**src/stepper_slew_limited_positioner_core_assert.svh**
```systemverilog
// Assertion macros for the positioner core.
// All checks run on i_clk and are held off while i_rst_n is low.
`ifndef STEPPER_SLEW_LIMITED_POSITIONER_CORE_ASSERT_SVH
`define STEPPER_SLEW_LIMITED_POSITIONER_CORE_ASSERT_SVH

// Same-cycle implication.
`define SSLP_CHECK_NOW(label, ante, cons) \
    label: assert property (@(posedge i_clk) disable iff (!i_rst_n) (ante) |-> (cons)) \
        else $error("sslp: same-cycle check failed");

// Next-cycle implication.
`define SSLP_CHECK_NEXT(label, ante, cons) \
    label: assert property (@(posedge i_clk) disable iff (!i_rst_n) (ante) |=> (cons)) \
        else $error("sslp: next-cycle check failed");

`endif

```
**src/sslp_pkg.sv**
```systemverilog
package sslp_pkg;

    localparam int unsigned POSITION_BITS_DEF = 32;

    typedef enum logic [2:0] {
        OP_TICK       = 3'd0,
        OP_SET_TARGET = 3'd1,
        OP_CLEAR      = 3'd2,
        OP_ENERGIZE   = 3'd3,
        OP_DEENERGIZE = 3'd4
    } t_op;

    typedef enum logic [1:0] {
        CFG_STEPS_PER_MS = 2'd0,
        CFG_LOW_LIMIT    = 2'd1,
        CFG_HIGH_LIMIT   = 2'd2
    } t_cfg_idx;

    localparam logic [15:0]        STEPS_PER_MS_RST = 16'd1;
    localparam logic signed [31:0] LOW_LIMIT_RST    = -32'sd100000;
    localparam logic signed [31:0] HIGH_LIMIT_RST   = 32'sd100000;

    typedef struct packed {
        logic [2:0]         op;
        logic [31:0]        now_ms;
        logic signed [31:0] new_target;
    } t_cmd;

    typedef struct packed {
        logic               tick_done;
        logic signed [31:0] position_now;
        logic               at_target;
        logic               stall_flag;
    } t_res;

    typedef struct packed {
        logic [15:0]        steps_per_ms;
        logic signed [31:0] low_limit;
        logic signed [31:0] high_limit;
    } t_cfg;

    typedef struct packed {
        logic stalled;
        logic energized;
    } t_flags;

endpackage

```
**src/sslp_if.sv**
```systemverilog
interface sslp_cmd_if;
    import sslp_pkg::*;
    logic valid;
    logic ready;
    t_cmd data;
    modport source (output valid, output data, input ready);
    modport sink (input valid, input data, output ready);
endinterface

interface sslp_res_if;
    import sslp_pkg::*;
    logic valid;
    logic ready;
    t_res data;
    modport source (output valid, output data, input ready);
    modport sink (input valid, input data, output ready);
endinterface

interface sslp_cfg_if;
    logic        valid;
    logic        ready;
    logic [1:0]  index;
    logic [31:0] data;
    modport source (output valid, output index, output data, input ready);
    modport sink (input valid, input index, input data, output ready);
endinterface

```
**src/sslp_step.sv**
```systemverilog
module sslp_step #(
    parameter int unsigned POSITION_BITS = sslp_pkg::POSITION_BITS_DEF
) (
    input  sslp_pkg::t_cmd                i_cmd,
    input  sslp_pkg::t_cfg                i_cfg,
    input  sslp_pkg::t_flags              i_flags,
    input  logic signed [POSITION_BITS-1:0] i_position,
    input  logic signed [POSITION_BITS-1:0] i_target,
    input  logic [31:0]                   i_last_tick,
    output sslp_pkg::t_flags              o_flags,
    output logic signed [POSITION_BITS-1:0] o_position,
    output logic signed [POSITION_BITS-1:0] o_target,
    output logic [31:0]                   o_last_tick,
    output sslp_pkg::t_res                o_res
);
    import sslp_pkg::*;

    localparam int unsigned DW = POSITION_BITS + 1;
    localparam logic signed [33:0] PosMin = -(34'sd1 <<< (POSITION_BITS - 1));
    localparam logic signed [33:0] PosMax = (34'sd1 <<< (POSITION_BITS - 1)) - 34'sd1;

    logic signed [33:0]              min34, max34, lo34, hi34;
    logic signed [POSITION_BITS-1:0] lo, hi;
    logic signed [31:0]              lo32, hi32;
    logic [31:0]                     elapsed;
    logic [47:0]                     prod;
    logic [30:0]                     lim;
    logic signed [DW-1:0]            delta;
    logic signed [33:0]              delta34, lim34, nlim34, step34;
    logic signed [POSITION_BITS-1:0] np;
    logic                            below, above, can_move, moving, reject;

    // travel limits folded into the position range
    assign min34 = 34'(i_cfg.low_limit);
    assign max34 = 34'(i_cfg.high_limit);
    assign lo34  = (min34 < PosMin) ? PosMin : ((min34 > PosMax) ? PosMax : min34);
    assign hi34  = (max34 < PosMin) ? PosMin : ((max34 > PosMax) ? PosMax : max34);
    assign lo    = lo34[POSITION_BITS-1:0];
    assign hi    = hi34[POSITION_BITS-1:0];
    assign lo32  = 32'(lo);
    assign hi32  = 32'(hi);

    // slew step
    assign elapsed = i_cmd.now_ms - i_last_tick;
    assign prod    = elapsed * i_cfg.steps_per_ms;
    assign lim     = (prod[47:31] != 17'd0) ? '1 : prod[30:0];
    assign delta   = DW'(i_target) - DW'(i_position);
    assign delta34 = 34'(delta);
    assign lim34   = signed'({3'b000, lim});
    assign nlim34  = -lim34;
    assign step34  = (delta34 > lim34) ? lim34 : ((delta34 < nlim34) ? nlim34 : delta34);
    // step lies between zero and delta, so the sum stays representable
    assign np      = i_position + step34[POSITION_BITS-1:0];
    assign below   = np < lo;
    assign above   = np > hi;

    assign can_move = i_flags.energized && !i_flags.stalled;
    assign moving   = can_move && (i_position != i_target);
    // lo and hi sit inside the position range, so this also rejects
    // targets that do not fit
    assign reject   = (i_cmd.new_target < lo32) || (i_cmd.new_target > hi32);

    always_comb begin
        o_flags     = i_flags;
        o_position  = i_position;
        o_target    = i_target;
        o_last_tick = i_last_tick;
        o_res.tick_done = 1'b0;
        unique case (i_cmd.op)
            OP_TICK: begin
                if (moving) begin
                    o_last_tick = i_cmd.now_ms;
                    if (below || above) begin
                        o_position      = below ? lo : hi;
                        o_flags.stalled = 1'b1;
                    end else begin
                        o_position      = np;
                        o_res.tick_done = (np == i_target);
                    end
                end else begin
                    o_res.tick_done = can_move;
                end
            end
            OP_SET_TARGET: begin
                if (reject) begin
                    o_flags.stalled = 1'b1;
                end else begin
                    o_target        = i_cmd.new_target[POSITION_BITS-1:0];
                    o_flags.stalled = 1'b0;
                end
            end
            OP_CLEAR: begin
                o_flags.stalled = 1'b0;
            end
            OP_ENERGIZE: begin
                o_flags.energized = 1'b1;
            end
            OP_DEENERGIZE: begin
                o_flags.energized = 1'b0;
            end
            default: begin
            end
        endcase
        o_res.position_now = 32'(o_position);
        o_res.at_target    = (o_position == o_target);
        o_res.stall_flag   = o_flags.stalled;
    end

endmodule

```
**src/stepper_slew_limited_positioner_core.sv**
```systemverilog
// Slew-limited stepper position tracker. Every command on i_cmd (tick, set
// target, clear stall, energize, deenergize) yields exactly one result on
// o_res. A command passes an input register and a result register, and its
// result is then offered on o_res; one command per cycle is sustained while
// o_res keeps taking results. The cycle time is set by the tick path from
// the stored position and last-tick time through the elapsed-time by rate
// multiply, the step clamp and the limit compare back into the state
// registers. Configuration writes on i_cfg are always taken; index 0 is
// steps per ms, 1 the low limit, 2 the high limit, and index 3 is ignored.
module stepper_slew_limited_positioner_core #(
    parameter int unsigned POSITION_BITS = sslp_pkg::POSITION_BITS_DEF
) (
    input  logic        i_clk,
    input  logic        i_rst_n,
    sslp_cfg_if.sink    i_cfg,
    sslp_cmd_if.sink    i_cmd,
    sslp_res_if.source  o_res
);
    import sslp_pkg::*;

    t_cfg                            r_cfg;
    t_flags                          r_flags, n_flags;
    logic signed [POSITION_BITS-1:0] r_position, n_position;
    logic signed [POSITION_BITS-1:0] r_target, n_target;
    logic [31:0]                     r_last_tick, n_last_tick;
    logic                            r_in_valid, r_out_valid;
    t_cmd                            r_cmd;
    t_res                            r_res, n_res;
    logic                            s1_adv, s1_fire, in_fire;

    assign i_cfg.ready = 1'b1;

    assign s1_adv      = !r_out_valid || o_res.ready;
    assign s1_fire     = r_in_valid && s1_adv;
    assign i_cmd.ready = !r_in_valid || s1_adv;
    assign in_fire     = i_cmd.valid && i_cmd.ready;

    assign o_res.valid = r_out_valid;
    assign o_res.data  = r_res;

    always_ff @(posedge i_clk) begin
        if (!i_rst_n) begin
            r_cfg.steps_per_ms <= STEPS_PER_MS_RST;
            r_cfg.low_limit    <= LOW_LIMIT_RST;
            r_cfg.high_limit   <= HIGH_LIMIT_RST;
        end else if (i_cfg.valid) begin
            unique case (i_cfg.index)
                CFG_STEPS_PER_MS: r_cfg.steps_per_ms <= i_cfg.data[15:0];
                CFG_LOW_LIMIT:    r_cfg.low_limit    <= i_cfg.data;
                CFG_HIGH_LIMIT:   r_cfg.high_limit   <= i_cfg.data;
                default: begin
                end
            endcase
        end
    end

    sslp_step #(
        .POSITION_BITS(POSITION_BITS)
    ) u_step (
        .i_cmd      (r_cmd),
        .i_cfg      (r_cfg),
        .i_flags    (r_flags),
        .i_position (r_position),
        .i_target   (r_target),
        .i_last_tick(r_last_tick),
        .o_flags    (n_flags),
        .o_position (n_position),
        .o_target   (n_target),
        .o_last_tick(n_last_tick),
        .o_res      (n_res)
    );

    always_ff @(posedge i_clk) begin
        if (!i_rst_n) begin
            r_in_valid  <= 1'b0;
            r_out_valid <= 1'b0;
            r_flags     <= '{stalled: 1'b0, energized: 1'b1};
            r_position  <= '0;
            r_target    <= '0;
            r_last_tick <= '0;
        end else begin
            if (in_fire) begin
                r_in_valid <= 1'b1;
            end else if (s1_fire) begin
                r_in_valid <= 1'b0;
            end
            if (s1_fire) begin
                r_out_valid <= 1'b1;
                r_flags     <= n_flags;
                r_position  <= n_position;
                r_target    <= n_target;
                r_last_tick <= n_last_tick;
            end else if (o_res.ready) begin
                r_out_valid <= 1'b0;
            end
        end
    end

    always_ff @(posedge i_clk) begin
        if (in_fire) begin
            r_cmd <= i_cmd.data;
        end
        if (s1_fire) begin
            r_res <= n_res;
        end
    end

`include "stepper_slew_limited_positioner_core_assert.svh"

    `SSLP_CHECK_NOW(a_in_reg_free_ready, !r_in_valid, i_cmd.ready)
    `SSLP_CHECK_NEXT(a_result_follows, s1_fire, r_out_valid)
    `SSLP_CHECK_NEXT(a_stall_reported, s1_fire, r_res.stall_flag == r_flags.stalled)
    `SSLP_CHECK_NEXT(a_hold_deenergized, s1_fire && !r_flags.energized, $stable(r_position))
    `SSLP_CHECK_NEXT(a_hold_stalled, s1_fire && r_flags.stalled, $stable(r_position))

endmodule
```
**src/flat_wrapper.sv**
```systemverilog
// flat-port wrapper written by rule: the top's interface ports become plain ports
module stepper_slew_limited_positioner_core_flat import sslp_pkg::*;
#(
    parameter int unsigned POSITION_BITS = sslp_pkg::POSITION_BITS_DEF
)
  (i_clk, i_rst_n, i_cfg_valid, i_cfg_index, i_cfg_data, i_cfg_ready, i_cmd_valid, i_cmd_data, i_cmd_ready, o_res_valid, o_res_data, o_res_ready);
  sslp_cfg_if i_cfg_i ();
  sslp_cmd_if i_cmd_i ();
  sslp_res_if o_res_i ();
  input  logic i_clk;
  input  logic i_rst_n;
  input wire logic [$bits(i_cfg_i.valid)-1:0] i_cfg_valid;
  input wire logic [$bits(i_cfg_i.index)-1:0] i_cfg_index;
  input wire logic [$bits(i_cfg_i.data)-1:0] i_cfg_data;
  output wire logic [$bits(i_cfg_i.ready)-1:0] i_cfg_ready;
  input wire logic [$bits(i_cmd_i.valid)-1:0] i_cmd_valid;
  input wire logic [$bits(i_cmd_i.data)-1:0] i_cmd_data;
  output wire logic [$bits(i_cmd_i.ready)-1:0] i_cmd_ready;
  output wire logic [$bits(o_res_i.valid)-1:0] o_res_valid;
  output wire logic [$bits(o_res_i.data)-1:0] o_res_data;
  input wire logic [$bits(o_res_i.ready)-1:0] o_res_ready;
  assign i_cfg_i.valid = i_cfg_valid;
  assign i_cfg_i.index = i_cfg_index;
  assign i_cfg_i.data = i_cfg_data;
  assign i_cfg_ready = i_cfg_i.ready;
  assign i_cmd_i.valid = i_cmd_valid;
  assign i_cmd_i.data = i_cmd_data;
  assign i_cmd_ready = i_cmd_i.ready;
  assign o_res_valid = o_res_i.valid;
  assign o_res_data = o_res_i.data;
  assign o_res_i.ready = o_res_ready;
  stepper_slew_limited_positioner_core #(.POSITION_BITS(POSITION_BITS)) u_core (.i_clk(i_clk), .i_rst_n(i_rst_n), .i_cfg(i_cfg_i), .i_cmd(i_cmd_i), .o_res(o_res_i));
endmodule
```
**config.mk**
```make
export PLATFORM = sky130hd
export DESIGN_NAME = stepper_slew_limited_positioner_core_flat
export DESIGN_NICKNAME = d
export VERILOG_FILES = /design/src/sslp_pkg.sv /design/src/sslp_if.sv /design/src/sslp_step.sv /design/src/stepper_slew_limited_positioner_core.sv /design/src/flat_wrapper.sv
export VERILOG_INCLUDE_DIRS = /design/src /design/src/src
export SDC_FILE = /design/constraint.sdc
export NUM_CORES = 2
export LEC_CHECK = 0
export ABC_AREA = 1
export BUFFER_PORTS_ARGS = -buffer_cell sky130_fd_sc_hd__buf_2
export CAP_MARGIN = 5
export CELL_PAD_IN_SITES_DETAIL_PLACEMENT = 1
export CELL_PAD_IN_SITES_GLOBAL_PLACEMENT = 2
export CORE_MARGIN = 4
export CORE_UTILIZATION = 41
export DETAILED_ROUTE_END_ITERATION = 8
export GPL_TIMING_DRIVEN = 1
export PLACE_DENSITY_LB_ADDON = 0.1
export SLEW_MARGIN = 20
export SYNTH_ARGS = -nofsm -noshare
export SYNTH_HDL_FRONTEND = slang
export SYNTH_SLANG_ARGS = --single-unit
```
**constraint.sdc**
```tcl
create_clock -name i_clk -period 30.8 [get_ports i_clk]
set_input_delay 3.08 -clock i_clk [delete_from_list [all_inputs] [get_ports i_clk]]
set_output_delay 3.08 -clock i_clk [all_outputs]
set_load 0.01 [all_outputs]
```
==> impl_results.rst <==
.. list-table::
   :header-rows: 1

   * - Metric
     - Value
   * - Clock transition at path regs
     - 0.07 ns
   * - Post-Synthesis Net Count
     - 6,337
   * - Area leader, netlist
     - fa_1
   * - Clock tree from TritonCTS
     - done
   * - Input/output buffers
     - 142
   * - Placement row count
     - 113
   * - Fraction of layout instances using a drive strength above 1
     - 0.0813
   * - Synthesis-to-layout area growth
     - 7.93%
   * - Number of cells produced by synthesis
     - 5,407
   * - CP delay by family, top
     - simple AND/OR/NAND/NOR gates
   * - Wire length of the first global-routing pass
     - 242,000 microns
   * - Switching power total
     - 2820 uW
   * - Placed wire-length estimate
     - 133,000 microns
   * - Net switching fraction of the power
     - 0.622
   * - Initial cell density of the core
     - 0.416
   * - Top-area cell type share of the netlist area
     - 0.212
   * - Clock tree sinks
     - 282
   * - Number of buffers inserted during clock tree synthesis
     - 34
   * - Fmax
     - 0.0474 GHz
   * - Total I/O pin count
     - 144
   * - Final Skew
     - 0.0541 ns
   * - Most used cell, CP
     - nand2_1
   * - Combinational share of power
     - 0.809
   * - Leading post-synthesis cells by cell area
     - fa_1 21%, ha_1 13%, nand2_1 12%
   * - CTS root buffer
     - clkbuf_16
   * - Worst-path fanout max
     - 41
   * - Count of inserted antenna diode cells
     - 0
   * - Placed cell areas
     - 41,700 sq um
   * - Commonest cells post-synth
     - 1,270 x nand2_1, 1,044 x inv_1, 421 x fa_1
   * - Number of vias after detailed routing
     - 36,200
   * - Status
     - complete, no violations
   * - Worst hold margin
     - 0.459 ns
   * - Power share of the clock group
     - 0.091
   * - Total power divided by cell area
     - 106 nW/um^2
   * - Number of synthesized flops with an enable pin
     - 102
   * - Avg Inst Size Synth
     - 7.34 sq um
   * - Flops & latches, synth
     - 282
   * - Arrival @ worst endpoint
     - 21.54 ns
   * - Yosys warning count
     - 0
   * - Portion of the clock cycle consumed by the worst path in the final layout
     - 0.684
   * - Number of buffer and inverter stages on the critical path
     - 14
   * - Clock tree buffer depth
     - 3
   * - Post-cts resize count
     - 0
   * - Number of buffers inserted by hold repair at cts
     - 0
   * - Register area share after synthesis
     - 0.168
   * - Max-cap violation count
     - 0
   * - Setup total negative slack
     - 0 ns
   * - DRC violations left
     - 0
   * - Die width
     - 319 microns
   * - Maximum cell stage delay along the critical path
     - 0.58 ns
   * - Async S/R FF share, synth
     - 0
   * - Register share of total power
     - 0.100
   * - Die Span Y
     - 319 microns
   * - Die Outline Area
     - 102,000 sq um
   * - Antenna Nets Post-Route
     - 0
   * - Cell with the largest stage delay on the worst path
     - fa_1
   * - Placeable core area
     - 95,400 sq um
   * - Final-report max-slew violation count
     - 0
   * - Count of nets after finishing
     - 6,405
   * - Setup CP Type
     - reg -> reg
   * - Filler instances
     - 12,200
   * - Via count of the first global-routing pass
     - 38,800
   * - Number of endpoints failing setup at the final stage
     - 0
   * - IR Drop Worst-Case VDD
     - 0.114 mV
   * - Minimum clock period after layout
     - 21.08 ns
   * - Clk_lat worst skew
     - 0.61 ns
   * - Total iterations of the first detailed-routing run
     - 7
   * - Cell with the most instances after synthesis
     - nand2_1
   * - Number of endpoints with negative hold slack in the final report
     - 0
   * - Maximum number of pins on one net before global-route repair
     - 82
   * - Final routed wirelength across all metal layers
     - 160,000 microns
   * - Leakage power summed over all cells
     - 0.0208 uW
   * - WP data required
     - 31.26 ns
   * - CP startpoint kind
     - register
   * - Avg Vias per Cell
     - 5.35
   * - Overflow left after global routing
     - 0
   * - Worst relative slew slack
     - 0.284
   * - Iteration-0 DRC count of the detailed router
     - 2,157
   * - Class of the most critical hold timing path
     - reg -> reg
   * - Antenna violations before repair
     - 1
   * - Overall track demand over capacity in global routing
     - 0.313
   * - Detail-routed net length per standard cell
     - 23.6 microns
   * - Cell variety after synth
     - 65
   * - Transition time at the pin with the least slew margin
     - 1.07 ns
   * - Most common flop cell mapped by yosys
     - dfxtp_1
   * - Post-synthesis instance area
     - 39,700 sq um
   * - Count of H-tree levels built during CTS
     - 2
   * - Setup repair after global routing missed its margin
     - false
   * - Postcts setup bufs
     - 0
   * - GPL Wtd Cong
     - 0.971
   * - Design internal power
     - 1710 uW
   * - Endpoint class of the critical path
     - register
   * - Finished Cell Area
     - 42,800 sq um
## power by group through the flow
stage	Combinational (uW)	Sequential (uW)	Clock (uW)
after floorplan	2290	442	0
after global placement	3610	460	0
after detailed placement	3650	460	0
after CTS	3670	452	421
after global routing	4030	454	436
final	3670	453	412
## worst register-to-register path: cells and delay by family (launching register included)
kind	cells	cell delay, ns
and+or+nand+nor	63	8.76
adders and majority gates	12	5.33
AOI/OAI and AO/OA	13	3.13
buffers and inverters	14	2.46
xor gates and xnor gates	3	0.79
DFF	1	0.48
## worst paths after layout
check             cells after the start                    from                     end  slack [ns]
setup / recovery                    105        u_core.r_cmd[33]    u_core.o_res.data[1]        9.72
hold / removal                        2  u_core.r_last_tick[18]  u_core.r_last_tick[18]        0.46
setup reg to reg                    105        u_core.r_cmd[33]    u_core.o_res.data[1]        9.72
hold reg to reg                       2  u_core.r_last_tick[18]  u_core.r_last_tick[18]        0.46
## logic make-up after synthesis
kind of cell / Yosys count / share of synthesized area
AOI/OAI and AO/OA: 769 / 0.108
xor gates and xnor gates: 139 / 0.0311
adders and majority gates: 824 / 0.340
buffers and inverters: 1238 / 0.119
DFF: 282 / 0.168
other: 1 / 0.0000945
and+or+nand+nor: 2154 / 0.234
## per-layer routing
| metal | wire length (microns) | vias up | share of wire | track usage |
|---|---|---|---|---|
| met5 | 0 | - | 0 | 0 |
| met4 | 10500 | 0 | 0.066 | 0.168 |
| met3 | 6040 | 323 | 0.038 | 0.0313 |
| met2 | 77200 | 838 | 0.48 | 0.545 |
| met1 | 66100 | 18000 | 0.41 | 0.382 |
| li1 | - | 17100 | - | - |
## final cells by class
type	count	area (sq um)	area share
Clock buffer	51	975	0.0228
Clock inverter	11	129	0.00301
Timing Repair Buffer	197	1130	0.0263
Multi-Input combinational cell	3887	28300	0.661
Inverter	1073	4030	0.0941
Tap cell	1265	1580	0.0370
Sequential cell	282	6670	0.156
## metrics by stage
step,total power (uW),worst slack (ns),cells,utilization
2_1_floorplan,2730,14.74,5407,-
3_3_place_gp,4070,10.10,6704,0.437
3_5_place_dp,4110,9.80,6704,0.437
4_1_cts,4550,9.80,6766,0.449
5_1_grt,4920,7.82,6766,0.449
6_report,4530,9.72,6766,0.449
## cells in the final DEF, fill, tap and decap left out, types with 11 or more instances in the layout
cell type	instances
nand3_2	14
inv_2	21
a21oi_1	369
ha_1	403
edfxtp_1	102
clkbuf_16	34
nor3_1	30
nand2_1	1269
o211ai_1	49
nor2_2	32
dfxtp_1	180
buf_2	141
xnor2_1	23
nand4_1	41
fa_1	421
o221ai_1	11
nand3b_1	15
o21ai_0	220
o21ai_1	13
nand2_2	31
o22ai_1	16
clkbuf_1	11
nor2_1	406
xor2_1	112
nand3_1	204
o21bai_1	15
or2_2	55
nor4_1	13
nor2_4	15
inv_1	1042
buf_4	56
## sequential cells by signal, summed over array words and instances (netlist names)
| signal | flops |
|---|---|
| u_core.o_res.data | 35 |
| u_core.o_res.valid | 1 |
| u_core.r_cfg | 80 |
| u_core.r_cmd | 67 |
| u_core.r_flags | 2 |
| u_core.r_in_valid | 1 |
| u_core.r_last_tick | 32 |
| u_core.r_position | 32 |
| u_core.r_target | 32 |
Power figures use the tool's default switching activity.
